==> src/hw/rtl/bpd_pkg.sv <==
// ============================================================================
// bpd_pkg
// Shared types and constants of the BMP pixel array decoder.
// ============================================================================
package bpd_pkg;

    localparam int MAX_WIDTH     = 4096;
    localparam int MAX_HEIGHT    = 4096;
    localparam int PALETTE_DEPTH = 256;
    localparam int BYTE_W        = 8;
    localparam int RGB_W         = 3 * BYTE_W;
    localparam int PIXELS_MAX    = 8;

    localparam int WIDTH_W    = $clog2(MAX_WIDTH + 1);
    localparam int HEIGHT_W   = $clog2(MAX_HEIGHT + 1);
    localparam int COL_W      = $clog2(MAX_WIDTH);
    localparam int ROW_W      = $clog2(MAX_HEIGHT);
    localparam int CNT_W      = $clog2(PIXELS_MAX + 1);
    localparam int K_W        = $clog2(PIXELS_MAX);
    localparam int PAL_W      = $clog2(PALETTE_DEPTH);
    localparam int BITS_W     = WIDTH_W + 5;
    localparam int STRIDE_W   = BITS_W - 3;
    localparam int CFG_DATA_W = 13;
    localparam int CFG_IDX_W  = 2;

    localparam int S_DATA_W = 40;
    localparam int M_DATA_W = 48;

    localparam int QUEUE_DEPTH = 4;
    localparam int QPTR_W      = $clog2(QUEUE_DEPTH);

    localparam logic OP_PALETTE = 1'b0;
    localparam logic OP_PIXEL   = 1'b1;

    typedef enum logic [1:0] {
        MODE_1BPP,
        MODE_4BPP,
        MODE_8BPP,
        MODE_24BPP
    } bpd_mode_t;

    typedef enum logic [CFG_IDX_W-1:0] {
        CFG_WIDTH,
        CFG_HEIGHT,
        CFG_MODE
    } bpd_cfg_idx_t;

    typedef enum logic [1:0] {
        PHASE_BLUE,
        PHASE_GREEN,
        PHASE_RED
    } bpd_phase_t;

    typedef struct packed {
        logic                is_write;
        logic [PAL_W-1:0]    addr;
        logic [RGB_W-1:0]    rgb;
        bpd_mode_t           mode;
        logic [CNT_W-1:0]    cnt;
        logic [COL_W-1:0]    col;
        logic [ROW_W-1:0]    row;
        logic                done;
    } bpd_entry_t;

endpackage

==> src/hw/rtl/bpd_fifo.sv <==
// ============================================================================
// bpd_fifo
// Short queue of work entries between the front and the back.
// ============================================================================
module bpd_fifo (
    input  logic                   clk,
    input  logic                   rst_n,
    input  logic                   push,
    input  bpd_pkg::bpd_entry_t    push_entry,
    input  logic                   pop,
    output bpd_pkg::bpd_entry_t    head,
    output logic                   empty,
    output logic                   full
);
    import bpd_pkg::*;

    bpd_entry_t        slot_reg [QUEUE_DEPTH];
    logic [QPTR_W-1:0] wr_ptr_reg, wr_ptr_next;
    logic [QPTR_W-1:0] rd_ptr_reg, rd_ptr_next;
    logic [QPTR_W:0]   count_reg, count_next;
    logic              do_push;
    logic              do_pop;

    assign empty   = (count_reg == '0);
    assign full    = (count_reg == (QPTR_W+1)'(QUEUE_DEPTH));
    assign head    = slot_reg[rd_ptr_reg];
    assign do_push = push && !full;
    assign do_pop  = pop && !empty;

    always_comb
    begin
        wr_ptr_next = do_push ? wr_ptr_reg + QPTR_W'(1) : wr_ptr_reg;
        rd_ptr_next = do_pop ? rd_ptr_reg + QPTR_W'(1) : rd_ptr_reg;
        count_next  = count_reg;
        if (do_push && !do_pop)
            count_next = count_reg + (QPTR_W+1)'(1);
        else if (!do_push && do_pop)
            count_next = count_reg - (QPTR_W+1)'(1);
    end

    always_ff @(posedge clk)
    begin
        if (do_push)
            slot_reg[wr_ptr_reg] <= push_entry;
    end

    always_ff @(posedge clk or negedge rst_n)
    begin
        if (!rst_n)
        begin
            wr_ptr_reg <= '0;
            rd_ptr_reg <= '0;
            count_reg  <= '0;
        end
        else
        begin
            wr_ptr_reg <= wr_ptr_next;
            rd_ptr_reg <= rd_ptr_next;
            count_reg  <= count_next;
        end
    end

endmodule

==> config.mk <==
export PLATFORM = sky130hd
export DESIGN_NAME = bpd_fifo
export DESIGN_NICKNAME = d
export VERILOG_FILES = /design/src/hw/rtl/bpd_pkg.sv /design/src/hw/rtl/bpd_fifo.sv
export SDC_FILE = /design/constraint.sdc
export NUM_CORES = 1
export LEC_CHECK = 0
export BUFFER_PORTS_ARGS = -buffer_cell sky130_fd_sc_hd__buf_4
export CAP_MARGIN = 25
export CORE_MARGIN = 8
export CORE_UTILIZATION = 50
export DETAILED_ROUTE_END_ITERATION = 8
export PLACE_DENSITY = 0.7
export SETUP_SLACK_MARGIN = 0.05
export SYNTH_ARGS = -nofsm -noshare
export SYNTH_HDL_FRONTEND = slang
export SYNTH_SLANG_ARGS = --single-unit
==> constraint.sdc <==
create_clock -name clk -period 3.7 [get_ports clk]
set_input_delay 1.11 -clock clk [delete_from_list [all_inputs] [get_ports clk]]
set_output_delay 1.11 -clock clk [all_outputs]
set_load 0.005 [all_outputs]
# Word level (Yosys, flattened, before mapping)
# Memories as Yosys holds them, arrays and structs flattened.
# Index checks and enable logic that the tools add are counted.
# op_classes
addsub	4
eq_ne	1
n_mux	4
n_reduce_logical	10
# op_table
cell	n
$mux W3	2
$add A2 B1 Y2 const B	2
$logic_and A1 B1 Y1	4
$logic_not A1 Y1	4
$add A3 B1 Y3 const B	1
$eq A3 B3 Y1 const B	1
$logic_not A3 Y1	1
$sub A3 B1 Y3 const B	1
$mux W1	2
$reduce_bool A2 Y1	1
# word_totals
register_bits	7
ramBits	256
inputBits	68
out_inout_bits	66
wordCells	23
memories	1
# memory_table
name	depth	width	rd	rd_ports_with_merged_regs	wr	line	text
slot_reg	4	64	1	0	1	bpd_fifo.sv:17	bpd_entry_t slot_reg [QUEUE_DEPTH];

# Longest topological paths before layout
# Gate-level depths: netlist of the first run.
# logic_depth
depth_word	7
ltp_mapped	9
ltp_nobuf	8

# Least setup slack after synthesis of the first run
# Ideal clock, no wire load.
# synth_timing
path_type	input port to flip-flop
start	input push
end	memory slot_reg[0][0] (netlist name), enable pin
t_arrival_ns	2.896
t_required_ns	3.271
setup_slack_ns	0.375
cell_stages	3
path_buffers	1
path_cell_list	nor2b_1 > buf_2 > and2_1
# synth_between
elab_chain_cells	3
# synth_rtl
element	line	text
start, declared	bpd_fifo.sv:8	input logic push,
$logic_and A1 B1 Y1	bpd_fifo.sv:27	assign do_push = push && !full;
via do_push	bpd_fifo.sv:21	logic do_push;
$mux W1	bpd_fifo.sv:43	if (do_push)
$mux W1 (implied by the code)	bpd_fifo.sv:44	slot_reg[wr_ptr_reg] <= push_entry;
end, declared	bpd_fifo.sv:17	
# The timed path passes the listed nets, and every way through them passes these cells.

==> impl_metrics.env, run 1 <==
export IMPL_status="finished clean"
export IMPL_start_kind="flop"
export IMPL_cts_resized=0
export IMPL_grt_overflow=0
export IMPL_crit_path_end_kind="output pin"
export IMPL_fin_skew_ps=8.40
export IMPL_cts_buffer_depth=3
export IMPL_cap_violations=0
export IMPL_worst_pin_slew_ps=549
export IMPL_drive_gt1_share_pct=45.9
export IMPL_cts_tree="yes"
export IMPL_fin_crit_sh_pct=90.9
export IMPL_grt_pass1_vias=4874
export IMPL_finalSetupViolCount=0
export IMPL_synth_most_common_cell="edfxtp_1"
export IMPL_clkPwrFrac_pct=24.9
export IMPL_start_util_pct=50.2
export IMPL_cts_sinks=263
export IMPL_cts_root_buf="clkbuf_16"
export IMPL_diodes=0
export IMPL_area_delta_synth_final_pct=22.5
export IMPL_ys_ff_latch=263
export IMPL_firstDrtPassIters=4
export IMPL_ys_flop_type="edfxtp_1"
export IMPL_rows=51
export IMPL_power_internal_w=0.00681
export IMPL_synth_net_count=444
export IMPL_place_gp_congestion=0.699
export IMPL_dieHeight_um=155
export IMPL_wl_per_cell_um=22.3
export IMPL_drt_wl_total_um=18100
export IMPL_syn_area_per_cell_um2=26.1
export IMPL_synth_common_cells="256 x edfxtp_1, 64 x mux4_2, 7 x buf_2, 7 x dfrtp_1"
export IMPL_holdWs_ps=401
export IMPL_die_area_mm2=0.0240
export IMPL_critPathKind="flop to output pin"
export IMPL_post_cts_buffers=0
export IMPL_ioPinCount=134
export IMPL_finalMaxSlewViolations=0
export IMPL_nNetsFinal=603
export IMPL_synthCells=370
export IMPL_design_core_area_mm2=0.0192
export IMPL_dr_total_vias=4314
export IMPL_synth_top_area_share_pct=79.7
export IMPL_rr_startpoint="count_reg[2]"
export IMPL_clkSlewWorstSetupHoldPaths_ps=60
export IMPL_rsz0062_at_grt="no"
export IMPL_crit_arrival_ps=2250
export IMPL_switching_power_w=0.00247
export IMPL_grt_pass1_wl_um=27800
export IMPL_hold_viol=0
export IMPL_ctsHoldBuffers=0
export IMPL_power_w=0.00928
export IMPL_dp_cells=766
export IMPL_post_place_ws_ps=812
export IMPL_numCtsBuffers=26
export IMPL_clock_latency_ps=510
export IMPL_switching_share_pct=26.7
export IMPL_combPwrFrac_pct=29.4
export IMPL_synth_area_leaders="edfxtp_1 80%, mux4_2 15%, dfrtp_1 1.8%"
export IMPL_p_leak_nw=4.05
export IMPL_min_period_ps=3360
export IMPL_antenna_left=0
export IMPL_fin_cells=810
export IMPL_ir_drop_mv=0.469
export IMPL_synth_async_sr_flop_share_pct=2.66
export IMPL_dp_hpwl_um=11500
export IMPL_fin_ws_ps=338
export IMPL_yosysWarnings=0
export IMPL_synth_largest_area_cell="edfxtp_1"
export IMPL_crit_required_ps=2590
export IMPL_grt_antenna_before_repair=0
export IMPL_slew_limit_headroom_pct=63.4
export IMPL_max_freq_ghz=0.297
export IMPL_synth_edf_count=256
export IMPL_grt_util_all_layers_pct=15.2
export IMPL_pwr_share_seq_pct=45.7
export IMPL_die_w_um=155
export IMPL_grt_max_degree=35
export IMPL_largest_reg_flops=256
export IMPL_viasPerCell=5.33
export IMPL_worstHoldPathType="primary input to asynchronous set/reset pin"
export IMPL_netlist_area_mm2=0.00965
export IMPL_crit_fanout=22
export IMPL_power_density_mw_per_mm2=785
export IMPL_ys_seq_area_share_pct=81.5
export IMPL_h_tree_depth=1
export IMPL_synthDistinctLibCells=20
export IMPL_remaining_drc_errors=0
export IMPL_initialDrtViolationCount=262
export IMPL_startpoint="rd_ptr_reg[0]"
export IMPL_numPortBuffers=133
export IMPL_finalSetupTns_ps=0
## logic make-up (layout without fill, tap and decap cells)
group                    after synthesis  after routing  synth area share (%)
adder cells (fa/ha/maj)                6              6                 0.856
flip-flops                           263            263                  81.5
buffers and inverters                 19            194                  1.30
AND/OR/NAND/NOR                       10             10                 0.648
multiplexers                          66             66                  15.2
XOR/XNOR                               6              6                 0.545
## per-stage QoR
stage,util [%],cell area [µm²]
global route,61.5,11800
finish,61.5,11800
CTS,61.5,11800
detailed placement,57.6,11100
floorplan,-,9650
global placement,57.6,11100
## worst max-delay path: stages (launching register included)
cell and delay, ps:
dfrtp_4 720, buf_4 320, mux4_2 530, buf_4 150
## area by class of cell
class	count	area, µm²
Multi-Input combinational cell	88	1670
Fill cell	1332	7390
Inverter	4	15.0
Clock inverter	13	56.3
Sequential cell	263	7870
Clock buffer	31	691
Tap cell	265	332
Timing Repair Buffer	146	1180
## worst paths after layout
kind	endpoint	slack, ps	cells past startpoint
min in group clk	count_reg[2]	490	1
worst min-delay path	rd_ptr_reg[0]	400	1
max in group asynchronous	rd_ptr_reg[1]	3160	1
worst max-delay path	head[20]	340	3
worst max register to register	count_reg[2]	1470	8
worst min register to register	count_reg[2]	490	1
## power by group through the flow
stage	registers (W)	logic [W]	clock network, W
floorplan	0.00413	0.00161	0
global placement	0.00427	0.00279	0
detailed placement	0.00432	0.00281	0
CTS	0.00426	0.00282	0.00236
global route	0.00431	0.00295	0.00247
finish	0.00424	0.00273	0.00231
## placed cells by master (no fill, tap or decap), types with 2 or more instances in the layout
cell,instances
and2_4,4
buf_12,7
buf_4,139
clkbuf_1,4
clkbuf_16,27
clkinv_1,9
clkinv_2,3
dfrtp_1,5
dfrtp_4,2
edfxtp_1,256
ha_1,5
inv_1,4
mux2_2,2
mux4_2,64
xnor2_1,4
xor2_1,2
## layer usage
layer | wire length [µm] | GRT usage, % | vias up
li1 | - | - | 1900
met1 | 7260 | 18.8 | 2256
met2 | 9340 | 26.3 | 131
met3 | 1120 | 3.66 | 27
met4 | 344 | 4.39 | 0
met5 | 0 | 0 | -
No activity file was read; power rests on OpenSTA's default activity.
==> run 2, diff against run 1 <==
--- a/config.mk
+++ b/config.mk
@@ -6,7 +6,6 @@
 export NUM_CORES = 1
 export LEC_CHECK = 0
 export BUFFER_PORTS_ARGS = -buffer_cell sky130_fd_sc_hd__buf_4
-export CAP_MARGIN = 25
 export CORE_MARGIN = 8
 export CORE_UTILIZATION = 50
 export DETAILED_ROUTE_END_ITERATION = 8
==> constraint.sdc (replaced) <==
create_clock -name clk -period 3.7 [get_ports clk]
set_input_delay 1.11 -clock clk [delete_from_list [all_inputs] [get_ports clk]]
set_output_delay 1.11 -clock clk [all_outputs]
set_load 0.05 [all_outputs]
==> impl_metrics.env, run 2 (synthesized netlist as in run 1, its figures left out) <==
export IMPL_worst_pin_slew_ps=636
export IMPL_grt_pass1_vias=4788
export IMPL_rsz0062_at_grt="no"
export IMPL_finalSetupTns_ps=0
export IMPL_grt_overflow=0
export IMPL_ff2ff_path_depth=4
export IMPL_ctsHoldBuffers=0
export IMPL_crit_path_end_kind="output pin"
export IMPL_crit_fanout=23
export IMPL_power_w=0.0109
export IMPL_max_freq_ghz=0.295
export IMPL_antenna_left=0
export IMPL_grt_util_all_layers_pct=14.5
export IMPL_holdWs_ps=389
export IMPL_wl_per_cell_um=21.5
export IMPL_viasPerCell=5.28
export IMPL_min_period_ps=3390
export IMPL_dp_cells=766
export IMPL_design_core_area_mm2=0.0192
export IMPL_crit_arrival_ps=2280
export IMPL_grt_max_degree=43
export IMPL_drt_wl_total_um=17400
export IMPL_cts_buffer_depth=3
export IMPL_ioPinCount=134
export IMPL_die_w_um=155
export IMPL_dieHeight_um=155
export IMPL_cts_tree="yes"
export IMPL_final_common_cell="edfxtp_1"
export IMPL_remaining_drc_errors=0
export IMPL_cts_sinks=263
export IMPL_ir_drop_mv=0.730
export IMPL_cts_root_buf="clkbuf_16"
export IMPL_numPortBuffers=133
export IMPL_critPathKind="flop to output pin"
export IMPL_rr_startpoint="count_reg[2]"
export IMPL_diodes=0
export IMPL_die_area_mm2=0.0240
export IMPL_nNetsFinal=603
export IMPL_largest_reg_flops=256
export IMPL_clkSlewWorstSetupHoldPaths_ps=60
export IMPL_fin_area_mm2=0.0118
export IMPL_start_kind="flop"
export IMPL_r2r_end="slot_reg[2][38]"
export IMPL_crit_required_ps=2590
export IMPL_grt_antenna_before_repair=0
export IMPL_mostFrequentLayoutCells="256 x edfxtp_1, 141 x buf_4, 64 x mux4_2"
export IMPL_p_leak_nw=4.04
export IMPL_power_density_mw_per_mm2=926
export IMPL_fin_cells=810
export IMPL_finalMaxSlewViolations=0
export IMPL_fin_skew_ps=23.0
export IMPL_firstDrtPassIters=4
export IMPL_dr_total_vias=4279
export IMPL_cts_resized=0
export IMPL_grt_pass1_wl_um=26900
export IMPL_hold_viol=0
export IMPL_drive_gt1_share_pct=46.4
export IMPL_clock_latency_ps=520
export IMPL_h_tree_depth=1
export IMPL_place_gp_congestion=0.739
export IMPL_finalSetupViolCount=0
export IMPL_area_delta_synth_final_pct=22.2
export IMPL_rows=51
export IMPL_slew_limit_headroom_pct=57.6
export IMPL_fin_crit_sh_pct=91.7
export IMPL_status="finished clean"
export IMPL_initialDrtViolationCount=229
export IMPL_start_util_pct=50.2
export IMPL_post_cts_buffers=0
export IMPL_nFillCells=1336
export IMPL_cap_violations=0
export IMPL_r2r_slack_ps=1450
export IMPL_dpl_cell_area_mm2=0.0110
export IMPL_dp_hpwl_um=10800
export IMPL_worstHoldPathType="primary input to asynchronous set/reset pin"
export IMPL_numCtsBuffers=26
-- run 2: metal layers --
layer  vias to the layer above  global-route usage (%)  share of wire [%]
li1                       1887                       -                  -
met1                      2228                    19.1                 42
met2                       138                    24.0                 50
met3                        26                    3.55                6.1
met4                         0                    3.87                1.6
met5                         -                       0                  0
-- run 2: power by group --
group / leakage [nW] / internal [W] / total [W] / switching, W
registers: 2.42 / 0.00394 / 0.00423 / 0.000286
clock network: 0.364 / 0.00129 / 0.00230 / 0.00101
logic: 1.26 / 0.00158 / 0.00439 / 0.00281
-- run 2: how the worst max path moves through the flow --
| stage | startpoint | slack (ps) | to |
|---|---|---|---|
| 5_1_grt | rd_ptr_reg[0] | 170 | head[16] |
| 6_report | rd_ptr_reg[0] | 310 | head[16] |
| 3_3_place_gp | rd_ptr_reg[0] | 810 | head[28] |
| 3_5_place_dp | push | 780 | slot_reg[2][46] |
| 4_1_cts | rd_ptr_reg[0] | 240 | head[28] |
| 2_1_floorplan | push | 370 | slot_reg[0][0] |
-- run 2: area by class of cell --
cell class              count  area (µm²)  area share, %
flip-flops and latches    263        7870           66.8
multi-input cells          88        1670           14.2
repair buffers            146        1160           9.83
clock buffers              33         677           5.74
well taps                 265         332           2.81
clock inverters            11        65.1          0.552
inverters                   4        15.0          0.127
-- run 2: through the flow --
step	setup WS, ps	utilization (%)
after floorplan	373	-
after global placement	810	57.5
after detailed placement	782	57.5
after CTS	238	61.4
after global routing	170	61.4
final	307	61.4
-- run 2: worst max-delay path: stages (launching register included) --
cell and delay [ps]:
dfrtp_4 700, buf_12 270, mux4_2 550, buf_4 210
