## src/hw/rtl/bpd_pkg.sv

```systemverilog
// ============================================================================
// bpd_pkg
// Shared types and constants of the BMP pixel array decoder.
// ============================================================================
package bpd_pkg;

    localparam int MAX_WIDTH     = 4096;
    localparam int MAX_HEIGHT    = 4096;
    localparam int PALETTE_DEPTH = 256;
    localparam int BYTE_W        = 8;
    localparam int RGB_W         = 3 * BYTE_W;
    localparam int PIXELS_MAX    = 8;

    localparam int WIDTH_W    = $clog2(MAX_WIDTH + 1);
    localparam int HEIGHT_W   = $clog2(MAX_HEIGHT + 1);
    localparam int COL_W      = $clog2(MAX_WIDTH);
    localparam int ROW_W      = $clog2(MAX_HEIGHT);
    localparam int CNT_W      = $clog2(PIXELS_MAX + 1);
    localparam int K_W        = $clog2(PIXELS_MAX);
    localparam int PAL_W      = $clog2(PALETTE_DEPTH);
    localparam int BITS_W     = WIDTH_W + 5;
    localparam int STRIDE_W   = BITS_W - 3;
    localparam int CFG_DATA_W = 13;
    localparam int CFG_IDX_W  = 2;

    localparam int S_DATA_W = 40;
    localparam int M_DATA_W = 48;

    localparam int QUEUE_DEPTH = 4;
    localparam int QPTR_W      = $clog2(QUEUE_DEPTH);

    localparam logic OP_PALETTE = 1'b0;
    localparam logic OP_PIXEL   = 1'b1;

    typedef enum logic [1:0] {
        MODE_1BPP,
        MODE_4BPP,
        MODE_8BPP,
        MODE_24BPP
    } bpd_mode_t;

    typedef enum logic [CFG_IDX_W-1:0] {
        CFG_WIDTH,
        CFG_HEIGHT,
        CFG_MODE
    } bpd_cfg_idx_t;

    typedef enum logic [1:0] {
        PHASE_BLUE,
        PHASE_GREEN,
        PHASE_RED
    } bpd_phase_t;

    typedef struct packed {
        logic                is_write;
        logic [PAL_W-1:0]    addr;
        logic [RGB_W-1:0]    rgb;
        bpd_mode_t           mode;
        logic [CNT_W-1:0]    cnt;
        logic [COL_W-1:0]    col;
        logic [ROW_W-1:0]    row;
        logic                done;
    } bpd_entry_t;

endpackage

```

## src/hw/rtl/bpd_front.sv

```systemverilog
// ============================================================================
// bpd_front
// Accepts input beats, tracks the row position and packs pixel and palette work entries.
// ============================================================================
module bpd_front (
    input  logic                              clk,
    input  logic                              rst_n,
    input  logic                              s_tvalid,
    output logic                              s_tready,
    input  logic [bpd_pkg::S_DATA_W-1:0]      s_tdata,
    input  logic                              s_tuser,
    input  logic                              cfg_we,
    input  logic [bpd_pkg::CFG_IDX_W-1:0]     cfg_index,
    input  logic [bpd_pkg::CFG_DATA_W-1:0]    cfg_data,
    input  logic                              q_full,
    output logic                              q_push,
    output bpd_pkg::bpd_entry_t               q_entry
);
    import bpd_pkg::*;

    logic [WIDTH_W-1:0]  width_reg, width_next;
    logic [HEIGHT_W-1:0] height_reg, height_next;
    bpd_mode_t           mode_reg, mode_next;

    logic [STRIDE_W-1:0] byte_in_row_reg, byte_in_row_next;
    logic [ROW_W-1:0]    file_row_reg, file_row_next;
    logic [WIDTH_W-1:0]  next_col_reg, next_col_next;
    bpd_phase_t          phase_reg, phase_next;
    logic [BYTE_W-1:0]   held_blue_reg, held_blue_next;
    logic [BYTE_W-1:0]   held_green_reg, held_green_next;

    logic                accept;
    logic [BYTE_W-1:0]   data_byte;
    logic [BITS_W-1:0]   row_bits;
    logic [BITS_W-1:0]   row_bits_up;
    logic [STRIDE_W-1:0] stride;
    logic [STRIDE_W-1:0] byte_inc;
    logic [HEIGHT_W-1:0] row_inc;
    logic [WIDTH_W-1:0]  left;
    logic [CNT_W-1:0]    per;
    logic [CNT_W-1:0]    cnt;
    logic                last_row;

    assign s_tready  = !q_full;
    assign accept    = s_tvalid && s_tready;
    assign data_byte = s_tdata[39:32];

    always_comb
    begin
        case (mode_reg)
            MODE_1BPP:  row_bits = BITS_W'(width_reg);
            MODE_4BPP:  row_bits = BITS_W'(width_reg) << 2;
            MODE_8BPP:  row_bits = BITS_W'(width_reg) << 3;
            default:    row_bits = (BITS_W'(width_reg) << 4) + (BITS_W'(width_reg) << 3);
        endcase
    end

    assign row_bits_up = row_bits + BITS_W'(31);
    assign stride      = {row_bits_up[BITS_W-1:5], 2'b00};
    assign byte_inc    = byte_in_row_reg + STRIDE_W'(1);
    assign row_inc     = HEIGHT_W'(file_row_reg) + HEIGHT_W'(1);
    assign left        = width_reg - next_col_reg;
    assign last_row    = (HEIGHT_W'(file_row_reg) == height_reg - HEIGHT_W'(1));

    always_comb
    begin
        case (mode_reg)
            MODE_1BPP:  per = CNT_W'(8);
            MODE_4BPP:  per = CNT_W'(2);
            default:    per = CNT_W'(1);
        endcase
    end

    assign cnt = (left < WIDTH_W'(per)) ? CNT_W'(left) : per;

    always_comb
    begin
        width_next       = width_reg;
        height_next      = height_reg;
        mode_next        = mode_reg;
        byte_in_row_next = byte_in_row_reg;
        file_row_next    = file_row_reg;
        next_col_next    = next_col_reg;
        phase_next       = phase_reg;
        held_blue_next   = held_blue_reg;
        held_green_next  = held_green_reg;
        q_push           = 1'b0;

        q_entry          = '0;
        q_entry.addr     = data_byte;
        q_entry.mode     = mode_reg;
        q_entry.cnt      = cnt;
        q_entry.col      = COL_W'(next_col_reg);
        q_entry.row      = ROW_W'(height_reg - HEIGHT_W'(1) - HEIGHT_W'(file_row_reg));
        q_entry.done     = last_row && (next_col_reg + WIDTH_W'(cnt) == width_reg);

        if (cfg_we)
        begin
            case (cfg_index)
                CFG_WIDTH:
                begin
                    if (cfg_data == '0)
                        width_next = WIDTH_W'(1);
                    else if (int'(cfg_data) > MAX_WIDTH)
                        width_next = WIDTH_W'(MAX_WIDTH);
                    else
                        width_next = WIDTH_W'(cfg_data);
                end
                CFG_HEIGHT:
                begin
                    if (cfg_data == '0)
                        height_next = HEIGHT_W'(1);
                    else if (int'(cfg_data) > MAX_HEIGHT)
                        height_next = HEIGHT_W'(MAX_HEIGHT);
                    else
                        height_next = HEIGHT_W'(cfg_data);
                end
                CFG_MODE:
                begin
                    mode_next = bpd_mode_t'(cfg_data[1:0]);
                end
                default:
                begin
                end
            endcase
            if (cfg_index == CFG_WIDTH || cfg_index == CFG_HEIGHT || cfg_index == CFG_MODE)
            begin
                byte_in_row_next = '0;
                file_row_next    = '0;
                next_col_next    = '0;
                phase_next       = PHASE_BLUE;
            end
        end
        else if (accept)
        begin
            if (s_tuser == OP_PALETTE)
            begin
                q_push           = 1'b1;
                q_entry.is_write = 1'b1;
                q_entry.addr     = s_tdata[7:0];
                q_entry.rgb      = {s_tdata[15:8], s_tdata[23:16], s_tdata[31:24]};
            end
            else
            begin
                if (next_col_reg < width_reg)
                begin
                    if (mode_reg == MODE_24BPP)
                    begin
                        case (phase_reg)
                            PHASE_BLUE:
                            begin
                                held_blue_next = data_byte;
                                phase_next     = PHASE_GREEN;
                            end
                            PHASE_GREEN:
                            begin
                                held_green_next = data_byte;
                                phase_next      = PHASE_RED;
                            end
                            default:
                            begin
                                q_push        = 1'b1;
                                q_entry.rgb   = {data_byte, held_green_reg, held_blue_reg};
                                next_col_next = next_col_reg + WIDTH_W'(1);
                                phase_next    = PHASE_BLUE;
                            end
                        endcase
                    end
                    else
                    begin
                        q_push        = 1'b1;
                        next_col_next = next_col_reg + WIDTH_W'(cnt);
                    end
                end

                if (byte_inc >= stride)
                begin
                    byte_in_row_next = '0;
                    next_col_next    = '0;
                    phase_next       = PHASE_BLUE;
                    file_row_next    = (row_inc >= height_reg) ? '0 : ROW_W'(row_inc);
                end
                else
                begin
                    byte_in_row_next = byte_inc;
                end
            end
        end
    end

    always_ff @(posedge clk or negedge rst_n)
    begin
        if (!rst_n)
        begin
            width_reg       <= WIDTH_W'(1);
            height_reg      <= HEIGHT_W'(1);
            mode_reg        <= MODE_24BPP;
            byte_in_row_reg <= '0;
            file_row_reg    <= '0;
            next_col_reg    <= '0;
            phase_reg       <= PHASE_BLUE;
            held_blue_reg   <= '0;
            held_green_reg  <= '0;
        end
        else
        begin
            width_reg       <= width_next;
            height_reg      <= height_next;
            mode_reg        <= mode_next;
            byte_in_row_reg <= byte_in_row_next;
            file_row_reg    <= file_row_next;
            next_col_reg    <= next_col_next;
            phase_reg       <= phase_next;
            held_blue_reg   <= held_blue_next;
            held_green_reg  <= held_green_next;
        end
    end

endmodule

```

## config.mk

```make
export PLATFORM = sky130hd
export DESIGN_NAME = bpd_front
export DESIGN_NICKNAME = d
export VERILOG_FILES = /design/src/hw/rtl/bpd_pkg.sv /design/src/hw/rtl/bpd_front.sv
export SDC_FILE = /design/constraint.sdc
export NUM_CORES = 1
export LEC_CHECK = 0
export BUFFER_PORTS_ARGS = -buffer_cell sky130_fd_sc_hd__buf_2
export CORE_ASPECT_RATIO = 1.1
export CORE_MARGIN = 2
export CORE_UTILIZATION = 50
export CTS_CLUSTER_SIZE = 20
export DETAILED_ROUTE_END_ITERATION = 8
export PLACE_DENSITY_LB_ADDON = 0.2
export SYNTH_ARGS = -nofsm -noshare
export SYNTH_HDL_FRONTEND = slang
export SYNTH_SLANG_ARGS = --single-unit
```

## constraint.sdc

```tcl
create_clock -name clk -period 6.99 [get_ports clk]
set_input_delay 1.398 -clock clk [delete_from_list [all_inputs] [get_ports clk]]
set_output_delay 1.398 -clock clk [all_outputs]
set_load 0.02 [all_outputs]
```

---- Yosys cells after proc, flatten, opt, wreduce, memory -nomap -nowiden ----
Cells that the tools add are included.
word-level totals
  register bits ........................... 86
  input bits .............................. 61
  output and inout port bits .............. 66
  word-level logic and storage cells ...... 103
cells by class
  add/sub/neg operators ................... 9
  order comparisons ....................... 5
  equality and inequality tests ........... 10
  multiplexer cells ....................... 45
  bitwise operators ....................... 1
  reductions and logical operators ........ 24
operators with widths
  operator                 number
  $mux W13                 10
  $mux W24                 4
  $mux W15                 5
  $mux W12                 6
  $mux W33                 2
  $pmux W18 S3             1
  $add A17 B16 Y18         1
  $add A18 B5 Y18 const B  1
  $add A15 B1 Y15 const B  1
  $ge A15 B15 Y1           1
  $mux W2                  7
  $add A12 B1 Y13 const B  1
  $add A13 B1 Y13 const B  1
  $add A13 B4 Y13          1
  $eq A12 B13 Y1           1
  $eq A13 B13 Y1           1
  $ge A13 B13 Y1           1
  $gt A13 B13 Y1 const B   1
  $logic_not A13 Y1        1
  $lt A13 B13 Y1           1
  $lt A13 B4 Y1            1
  $sub A13 B1 Y13 const B  1
  $sub A13 B13 Y13         1
  $reduce_and A6 Y1        2
  other kinds (22)         41

---- Logic depth before layout (Yosys ltp) ----
Gate-level depths: netlist of the first run.
  depth in word-level cells ............... 11
  mapped depth ............................ 25
  gate-level depth less buffers ........... 24

---- Least setup slack after synthesis of the first run ----
Ideal clock, no wire load.
  path type ............................... reg2out
  start point ............................. register width_reg[0]
  end point ............................... output port q_entry[0] (netlist bit)
  arrival time ............................ 6.228 ns
  required time ........................... 5.592 ns
  path slack .............................. -0.636 ns
  cell stages (with the launch flop) ...... 21
  buffers on the path ..................... 1
  path through ............................ dfstp_2 inv_1 ha_1 fa_1 inv_1 ha_1 a211o_1 a2111oi_0 nand4_1 or4_1 clkbuf_1 mux2i_1 ha_1 inv_1 fa_1 xnor2_1 nor4_1 nand2_1 or4_1 or4_1 nor4_1
RTL lines
  what                      RTL line          RTL
  start: declaration        bpd_front.sv:21   logic [WIDTH_W-1:0] width_reg, width_next;
  start signal: assignment  bpd_front.sv:207  width_reg <= width_next;
  end: declaration          bpd_front.sv:17   output bpd_pkg::bpd_entry_t q_entry

==> metrics.txt, run 1 <==
status=complete, but fails checks; violated checks=setup timing; CP max stage delay=0.55 ns; clk_lat worst skew=0.36 ns; # nets final=1271; relative max-transition margin=32.3%; clock sink total=86; Setup Fix Bufs, Post-CTS=0; Max Cap Viol=0; Hold Crit Class=reg2reg; first-pass GRT wire length=37.8 mm; max reg flops=15; final worst-path setup slack=-0.308 ns; Placer Congestion=about 0.9; critical path class=reg2out; Register Area=2160 um2; Post-synth top flop=dfrtp_1; syn_area_per_cell=8.25 um2; Die ar.=17500 um2; RSZ-0062 raised after global routing=yes; multi-input gate area in the final layout=5670 um2; number of fill cells in the layout=1540; Max IR drop VDD=0.170 mV; net count after synthesis=1137; final cycle utilization of the critical path=104%; synth warn=0; clock slew at reported path FFs=0.07 ns; r2r setup slk=1.09 ns; CTS tree=built; via count=7877; Synth async-reset ratio=100%; DRT iter0 DRCs=502; FF-to-FF path depth=21; H-tree levels=3; DR DRC count=0; fin util=roughly three fifths; grt ovf=0; chip height=approximately 140 um; Die X=126 um; LEAKAGE=0.00452 uW; Max Slew Vio Count=0; hold slack=between 0.5 and 0.6 ns; vias in the first global route=7328; GRT busiest layer=met2; number of synthesized flops with an enable pin=0; critical path endpoint=q_entry[0]; CP max FO=4; Finished Layout Cells=1343; min cycle time layout=7.30 ns; Worst EP required=5.59 ns; Crit-path slowest cell=fa_2; post-synthesis sequential area ratio=26.1%; TritonCTS Buffers=9; Fin Clk Skew=~0.011 ns; DRT Pass-1 Iters=7; CP arrival=just under 6 ns; final wirelength=about 23 mm; DP HPWL=18.5 mm; CTS Hold Bufs=0; layout cells sized above 1=between 20% and 30%; DR WL/cell=between 15 and 20 um; FF-to-FF End=next_col_reg[12]; Total GRT Usage=26.6%; largest net degree at the start of global routing=80; CTS Root Cell=clkbuf_16; IO Pins=127; M3 GR Usage=4.71%; critical path endpoint category=primary output; most frequent cells in the layout=124 x buf_2, 116 x nand2_1, 91 x o21ai_0; CP Cell Sequence=inv_2 -> ha_4 -> fa_1 -> inv_1 -> ha_1 -> a211o_1 -> a2111oi_4 -> nand4_1 -> or4_4 -> mux2i_4 -> ha_2 -> inv_2 -> fa_2 -> xnor2_1 -> nor4_1 -> nand2_1 -> or4_1 -> or4_4 -> nor4_4 -> buf_4; Antenna Violating Nets Remaining=0; total chip power=2570 uW; commonest non-fill, non-tap cell in the layout=buf_2; Setup crit start kind=register; Cells after DPL=1327; Pwr Density=266 nW/um2; n_diodes=0; Critical Path Start=width_reg[0]; Cells after Synth=1000; Cell Rows=49; Area Growth Syn to Fin=17.2%; Final setup viols=1; Core ar.=between 15000 and 20000 um2; Via density=5.87; Reg2Reg Launch Point=width_reg[0]; Fmax=137 MHz; met2 usage=43.1%; Initial Util=about half; Yosys cell types=70; Worst-Margin Slew=1.02 ns; Fin. Hold Viols=0; antenna violations before repair=0; port bufs=126; Syn Std Cell Area=approximately 8300 um2; routing usage on met1=36.4%; Synth Register Bits=86; maximum clock insertion buffer count=2
==> worst max-delay path: cells and delay by family (launching register included) <==
family / cells / cell delay (ns)
AOI/OAI and AO/OA: 2 / 0.61
xor gates and xnor gates: 1 / 0.09
adders and majority gates: 5 / 1.74
buffers and inverters: 4 / 0.33
DFF: 1 / 0.54
muxes: 1 / 0.20
and+or+nand+nor: 7 / 2.03
==> metrics by stage <==
stage          setup slack [ns]  TNS (ns)  cell area, um2
2_1_floorplan            0.0262         0            8330
3_3_place_gp            -0.0300   -0.0300            9340
3_5_place_dp             -0.130    -0.130            9340
4_1_cts                  -0.337    -0.337            9640
5_1_grt                  -0.610    -0.610            9670
6_report                 -0.308    -0.308            9670
==> power breakdown <==
group	leakage (uW)	switching, uW	internal [uW]
logic	0.00323	838	625
registers	0.00115	64.4	560
clock network	0.000139	231	250
total	0.00452	1130	1430
==> worst min-delay path by stage <==
stage / startpoint / to / depth (start not counted)
global route: held_green_reg[3] / held_green_reg[3] / 1
CTS: held_blue_reg[3] / held_blue_reg[3] / 1
floorplan: byte_in_row_reg[14] / byte_in_row_reg[14] / 2
finish: phase_reg[0] / phase_reg[0] / 1
detailed placement: held_green_reg[3] / held_green_reg[3] / 1
global placement: byte_in_row_reg[14] / byte_in_row_reg[14] / 2
==> metal layers <==
layer / up-vias / part of all wire, %
met5: - / 0
met4: 0 / 1.9
met3: 31 / 6.0
met2: 246 / 48
met1: 3758 / 45
li1: 3842 / -
==> kinds of logic after synthesis <==
kind of cell             after synthesis  share of synthesized area [%]
buffers and inverters                127                           6.58
AND/OR/NAND/NOR                      310                           19.0
adder cells (fa/ha/maj)               76                           11.9
XOR/XNOR                              82                           8.70
AO/OA/AOI/OAI                        277                           21.8
multiplexers                          42                           5.90
flip-flops                            86                           26.1
==> cell type report <==
cell class | count | area share, %
clock inverter | 7 | 0.698
timing repair buffer | 180 | 10.8
multi-input combinational | 787 | 58.6
inverter | 70 | 2.72
clock buffer | 9 | 2.33
tap | 204 | 2.64
sequential | 86 | 22.3
==> synthesized netlist by cell type (all sizes together) (6+ instances only) <==
| master | instances | area share, % |
|---|---|---|
| nand2 | 117 | 5.4 |
| o21ai | 92 | 5.6 |
| dfrtp | 82 | 25 |
| ha | 72 | 11 |
| inv | 70 | 3.2 |
| a21oi | 59 | 3.6 |
| xnor2 | 57 | 6.1 |
| nor2 | 44 | 2.2 |
| clkbuf | 37 | 1.7 |
| mux2 | 33 | 4.5 |
| a22o | 25 | 2.7 |
| xor2 | 25 | 2.7 |
| nand3 | 23 | 1.7 |
| nand2b | 22 | 1.7 |
| buf | 20 | 1.7 |
| nor3 | 20 | 1.2 |
| and3 | 17 | 1.3 |
| a21o | 16 | 1.5 |
| nor4 | 16 | 1.2 |
| nor2b | 11 | 0.83 |
| o31ai | 10 | 0.91 |
| a31oi | 9 | 0.68 |
| nand3b | 9 | 0.82 |
| o22ai | 9 | 0.68 |
| nand4 | 8 | 0.61 |
| o21a | 8 | 0.74 |
| mux2i | 7 | 0.85 |
| or3 | 7 | 0.59 |
| o21bai | 6 | 0.55 |
==> repair_timing <==
| item | in CTS | in global routing |
|---|---|---|
| endpoints found under the setup margin | 1 | 1 |
| gates resized for setup | 2 | 8 |
| pin swaps | 1 | 1 |
Power figures use the tool's default switching activity.
==> run 2: changes to the inputs <==
--- a/config.mk
+++ b/config.mk
@@ -8,7 +8,7 @@
 export BUFFER_PORTS_ARGS = -buffer_cell sky130_fd_sc_hd__buf_2
 export CORE_ASPECT_RATIO = 1.1
 export CORE_MARGIN = 2
-export CORE_UTILIZATION = 50
+export CORE_UTILIZATION = 30
 export CTS_CLUSTER_SIZE = 20
 export DETAILED_ROUTE_END_ITERATION = 8
 export PLACE_DENSITY_LB_ADDON = 0.2
==> run 2 against run 1 <==
The run still ends with setup timing left. Clock power barely moved. Critical path depth rose by 2. Fmax barely moved. Clock-buffer cell count rose by 1. Sequential power barely moved. Combinational power barely moved. Clock skew rose by 0.00077 ns. Utilization fell by 23 points. Flip-flop and latch count did not move. Worst hold slack got worse by 0.014 ns. First-iteration DRC count rose by 2.4%. Critical endpoint unchanged. Highest routed layer unchanged.
==> metrics.txt, run 2 (synthesized netlist as in run 1, its figures left out) <==
H-tree levels=3 (unchanged); DR WL/cell=17.6 um (+1.4%); LEAKAGE=0.00455 uW (+0.63%); antenna violations before repair=0 (unchanged); Max Cap Viol=0 (unchanged); commonest non-fill, non-tap cell in the layout=buf_2; final worst-path setup slack=-0.307 ns (+0.00104 ns); total chip power=2580 uW (+0.57%); Final Cell Area=9890 um2 (+2.3%); fin util=36.6% (-23 points); Area Growth Syn to Fin=19.9%; first-pass GRT wire length=42.8 mm (+13%); Setup crit start kind=register; CP max stage delay=0.54 ns (about the same); met2 usage=30.6% (-12 points); CP Cell Sequence=inv_2 -> ha_4 -> fa_1 -> inv_1 -> ha_1 -> a211o_1 -> a2111oi_2 -> nand4_1 -> or4_4 -> mux2i_4 -> ha_2 -> inv_2 -> fa_2 -> inv_2 -> a21o_1 -> a21oi_4 -> buf_4 -> xnor2_1 -> or4_1 -> or4_4 -> nor4_4 -> buf_4; TritonCTS Buffers=9 (unchanged); max reg flops=15 (unchanged); number of fill cells in the layout=2828 (+84%); Core ar.=27000 um2 (+66%); min cycle time layout=7.30 ns (-0.00104 ns); GRT busiest layer=met2; Max Slew Vio Count=0 (unchanged); Cells after DPL=1485 (+12%); Register Area=2160 um2 (unchanged); via count=7852 (-0.32%); DRT iter0 DRCs=514 (+2.4%); DRT Pass-1 Iters=5 (-2); CP arrival=5.90 ns (about the same); n_diodes=0 (unchanged); violated checks=setup timing; Via density=5.22 (-11%); Final setup viols=1 (unchanged); critical path class=reg2out; Crit-path slowest cell=dfstp_2; vias in the first global route=7840 (+7.0%); # nets final=1278 (+0.55%); IO Pins=127 (unchanged); Die X=162 um (+28%); Worst-Margin Slew=1.11 ns (+0.0949 ns); RSZ-0062 raised after global routing=yes; Fmax=137 MHz (about the same); final cycle utilization of the critical path=104% (about the same); clock slew at reported path FFs=0.07 ns (about the same); routing usage on met1=25.4% (-11 points); M3 GR Usage=2.92% (-1.8 points); Finished Layout Cells=1503 (+12%); most frequent cells in the layout=124 x buf_2, 116 x nand2_1, 91 x o21ai_0; maximum clock insertion buffer count=2 (unchanged); final wirelength=26.5 mm (+13%); Hold Crit Class=reg2reg; Placed Instance Area=9570 um2 (+2.5%); Pwr Density=261 nW/um2 (-1.7%); critical path endpoint category=primary output; CTS tree=built; Buf/Inv on CP=6 (+2); multi-input gate area in the final layout=5660 um2 (-0.13%); grt ovf=0 (unchanged); port bufs=126 (unchanged); CTS Hold Bufs=0 (unchanged); layout cells sized above 1=24.3% (+0.29 points); Total GRT Usage=18.9% (-7.6 points); DR DRC count=0 (unchanged); CP max FO=4 (unchanged); chip height=178 um (+28%); Worst EP required=5.59 ns (about the same); Die ar.=28800 um2 (+64%); DP HPWL=21.2 mm (+15%); clk_lat worst skew=0.35 ns (about the same); pre-CTS setup slack=-0.0441 ns (+0.0855 ns); Initial Util=30.5% (-20 points); cell family with most CP delay=simple AND/OR/NAND/NOR gates; Max IR drop VDD=0.150 mV (-11%); relative max-transition margin=25.9% (-6.4 points); clock sink total=86 (unchanged); largest net degree at the start of global routing=57 (-29%); Antenna Violating Nets Remaining=0 (unchanged); most used cell, CP=inv_2; Cell Rows=63 (+29%); status=complete, but fails checks; CTS Root Cell=clkbuf_16; Fin Clk Skew=0.0119 ns (+0.000765 ns); Placer Congestion=0.890 (-4.0%); Fin. Hold Viols=0 (unchanged)
## run 2: timing repair
| item | in CTS | in global routing |
|---|---|---|
| setup endpoints to repair | 1 | 1 |
| pin swaps | 5 | 5 |
| gates resized for setup | 5 | 5 |
| setup buffers | 2 | 0 |
## run 2: path summary, 6_finish.rpt
check	from	end	slack, ns	cells past startpoint
min in group asynchronous	rst_n	held_green_reg[6]	0.97	1
max in group asynchronous	rst_n	next_col_reg[10]	4.88	2
max	width_reg[0]	q_entry[0]	-0.31	22
min reg2reg	phase_reg[0]	phase_reg[0]	0.50	1
min	phase_reg[0]	phase_reg[0]	0.50	1
max reg2reg	width_reg[0]	next_col_reg[12]	1.23	22
## run 2: routing by layer
metal,vias to the layer above,part of all wire (%)
met1,3718,46
met5,-,0
met3,41,5.2
met2,242,46
met4,0,3.0
li1,3851,-
## run 2: final cells by class
class                   instances  area share (%)
multi-input cells             787            57.2
flip-flops and latches         86            21.8
repair buffers                187            11.1
well taps                     357            4.51
inverters                      70            2.66
clock buffers                  10            2.31
clock inverters                 6           0.481
## run 2: power breakdown
part | switching (uW) | total [uW] | internal, uW | leakage, uW
registers | 63.3 | 623 | 559 | 0.00115
logic | 858 | 1480 | 624 | 0.00326
clock network | 232 | 478 | 246 | 0.000139
total | 1150 | 2580 | 1430 | 0.00455
## run 2: metrics by stage
step	hold WS, ns	setup TNS, ns
5_1_grt	0.529	-0.496
6_report	0.499	-0.307
3_3_place_gp	0.487	0
3_5_place_dp	0.494	-0.0441
4_1_cts	0.502	-0.238
2_1_floorplan	0.469	0
==> run 3: changes to the inputs <==
--- a/config.mk
+++ b/config.mk
@@ -8,7 +8,7 @@
 export BUFFER_PORTS_ARGS = -buffer_cell sky130_fd_sc_hd__buf_2
 export CORE_ASPECT_RATIO = 1.1
 export CORE_MARGIN = 2
-export CORE_UTILIZATION = 30
+export CORE_UTILIZATION = 40
 export CTS_CLUSTER_SIZE = 20
 export DETAILED_ROUTE_END_ITERATION = 8
 export PLACE_DENSITY_LB_ADDON = 0.2
==> run 3 against run 2 <==
The run still ends with setup timing left. Utilization increased by 11 points. Worst setup slack lost 0.016 ns. Cell count is 7.1% lower. Combinational power about the same. Sequential power about the same. Clock skew barely moved. Via count down 1.1%. Critical path type unchanged. Critical endpoint unchanged.
==> metrics.txt, run 3 (synthesized netlist as in run 1, its figures left out) <==
status=complete, but fails checks; violated checks=setup timing; commonest non-fill, non-tap cell in the layout=buf_2; IO Pins=127 (unchanged); CP max FO=3 (-1); number of fill cells in the layout=2013 (-29%); most frequent cells in the layout=124 x buf_2, 116 x nand2_1, 91 x o21ai_0; grt ovf=0 (unchanged); Fin. Hold Viols=0 (unchanged); vias in the first global route=7506 (-4.3%); FF-to-FF End=file_row_reg[9]; Antenna Violating Nets Remaining=0 (unchanged); Max Slew Vio Count=0 (unchanged); clock share of power=19.2% (+0.7 points); critical path class=reg2out; layout cells sized above 1=24.0% (-0.24 points); clk_lat worst skew=0.36 ns (about the same); Initial Util=40.4% (+9.9 points); maximum clock insertion buffer count=2 (unchanged); antenna violations before repair=0 (unchanged); LEAKAGE=0.00453 uW (-0.30%); CTS Hold Bufs=0 (unchanged); TritonCTS Buffers=9 (unchanged); FF-to-FF path depth=21 (-4.5%); Switch Pwr=1130 uW (-1.9%); Placed Instance Area=9400 um2 (-1.7%); Worst-Margin Slew=1.05 ns (-0.0562 ns); RSZ-0062 raised after global routing=yes; hold slack=0.512 ns (+0.0133 ns); Hold Crit Class=reg2reg; r2r setup slk=1.24 ns (about the same); Pwr Density=263 nW/um2 (+0.64%); Max Cap Viol=0 (unchanged); final cycle utilization of the critical path=105% (+0.23 points); final wirelength=24.3 mm (-8.3%); Flop pwr share=24.4% (+0.3 points); Die ar.=21800 um2 (-24%); Sw Share=44.2% (-0.49 points); max reg flops=15 (unchanged); Max IR drop VDD=0.117 mV (-22%); clock sink total=86 (unchanged); Die X=141 um (-13%); Setup crit start kind=register; via count=7765 (-1.1%); critical path endpoint category=primary output; DR WL/cell=17.4 um (-1.4%); fin util=47.7% (+11 points); Placer Congestion=0.946 (+6.3%); clock slew at reported path FFs=0.07 ns (about the same); Final setup viols=1 (unchanged); n_diodes=0 (unchanged); first-pass GRT wire length=38.8 mm (-9.2%); min cycle time layout=7.31 ns (+0.0162 ns); DP HPWL=19.2 mm (-9.4%); total chip power=2560 uW (-0.77%); CTS tree=built; Area Growth Syn to Fin=18.2%; Comb power frac=56.5% (-0.9 points); Core ar.=20400 um2 (-24%); relative max-transition margin=29.7% (+3.8 points); Internal=1430 uW (+0.11%); Final Cell Area=9760 um2 (-1.4%); DRT iter0 DRCs=439 (-15%); Fmax=137 MHz (-0.22%); CTS Root Cell=clkbuf_16; Fin Clk Skew=0.0120 ns (+0.000125 ns); critical path endpoint=q_entry[0]; CP arrival=5.92 ns (+0.02 ns); chip height=155 um (-13%); # nets final=1273 (-0.39%); final worst-path setup slack=-0.323 ns (-0.0162 ns); Via density=5.56 (+6.4%); Cell Rows=55 (-13%); setup TNS=-0.323 ns (-0.0162 ns); Critical Path Start=width_reg[0]; Total GRT Usage=22.4% (+3.5 points); Worst EP required=5.59 ns (about the same); DRT Pass-1 Iters=5 (unchanged); Reg2Reg Launch Point=width_reg[0]; DR DRC count=0 (unchanged); H-tree levels=3 (unchanged); largest net degree at the start of global routing=79 (+39%); port bufs=126 (unchanged)
run 3: cell count changes in the layout (fill, tap and decap cells not counted), moves of 2 or more:
cell and delta:
a21oi_2 +2, buf_4 -6, clkinv_2 -2, inv_8 +2
run 3: how the worst min path moves through the flow:
stage | end | cells past startpoint | startpoint
global placement | byte_in_row_reg[14] | 2 | byte_in_row_reg[14]
global route | held_green_reg[3] | 1 | held_green_reg[3]
finish | byte_in_row_reg[14] | 2 | byte_in_row_reg[14]
CTS | file_row_reg[7] | 2 | file_row_reg[7]
floorplan | byte_in_row_reg[14] | 2 | byte_in_row_reg[14]
detailed placement | held_blue_reg[3] | 1 | held_blue_reg[3]
run 3: through the flow:
| stage | worst slack [ns] | std cells |
|---|---|---|
| 2_1_floorplan | 0.0262 | 1000 |
| 3_3_place_gp | 0.000227 | 1379 |
| 3_5_place_dp | -0.0549 | 1379 |
| 4_1_cts | -0.375 | 1396 |
| 5_1_grt | -0.550 | 1397 |
| 6_report | -0.323 | 1397 |
run 3: critical path, stage by stage, from the launching register on:
cell and delay (ns):
dfstp_2 0.54, inv_2 0.05, ha_4 0.16, fa_1 0.53, inv_1 0.05, ha_1 0.28
a211o_1 0.30, a2111oi_2 0.28, nand4_1 0.13, or4_4 0.54, mux2i_4 0.22, ha_4 0.17
inv_2 0.04, fa_2 0.36, inv_2 0.05, a21o_1 0.12, a21oi_2 0.07, buf_4 0.14
xnor2_1 0.10, or4_1 0.52, or4_4 0.51, nor4_4 0.21, buf_4 0.20
run 3: layout make-up:
cell class	count	area, um2	share of cell area (%)
sequential	86	2160	22.1
inverter	70	263	2.69
timing repair buffer	182	1060	10.9
tap	256	320	3.28
multi-input combinational	787	5660	58.0
clock buffer	9	225	2.31
clock inverter	7	75.1	0.770
run 3: what timing repair did:
item	4_1_cts	5_1_grt
pin swaps	6	9
gates resized for setup	5	5
endpoints found under the setup margin	1	1
setup buffers	1	1
run 3: metal layers:
| metal | wire (um) | track usage, % | up-vias |
|---|---|---|---|
| met2 | 11400 | 37.1 | 190 |
| met5 | 0 | 0 | - |
| met3 | 1130 | 3.56 | 36 |
| met1 | 11200 | 30.3 | 3691 |
| li1 | - | - | 3848 |
| met4 | 543 | 6.38 | 0 |
run 3: power by group through the flow:
stage / combinational [uW] / sequential [uW] / clock, uW
3_5_place_dp: 1420 / 633 / 0
3_3_place_gp: 1410 / 633 / 0
4_1_cts: 1430 / 625 / 502
6_report: 1450 / 625 / 491
2_1_floorplan: 993 / 629 / 0
5_1_grt: 1600 / 634 / 521
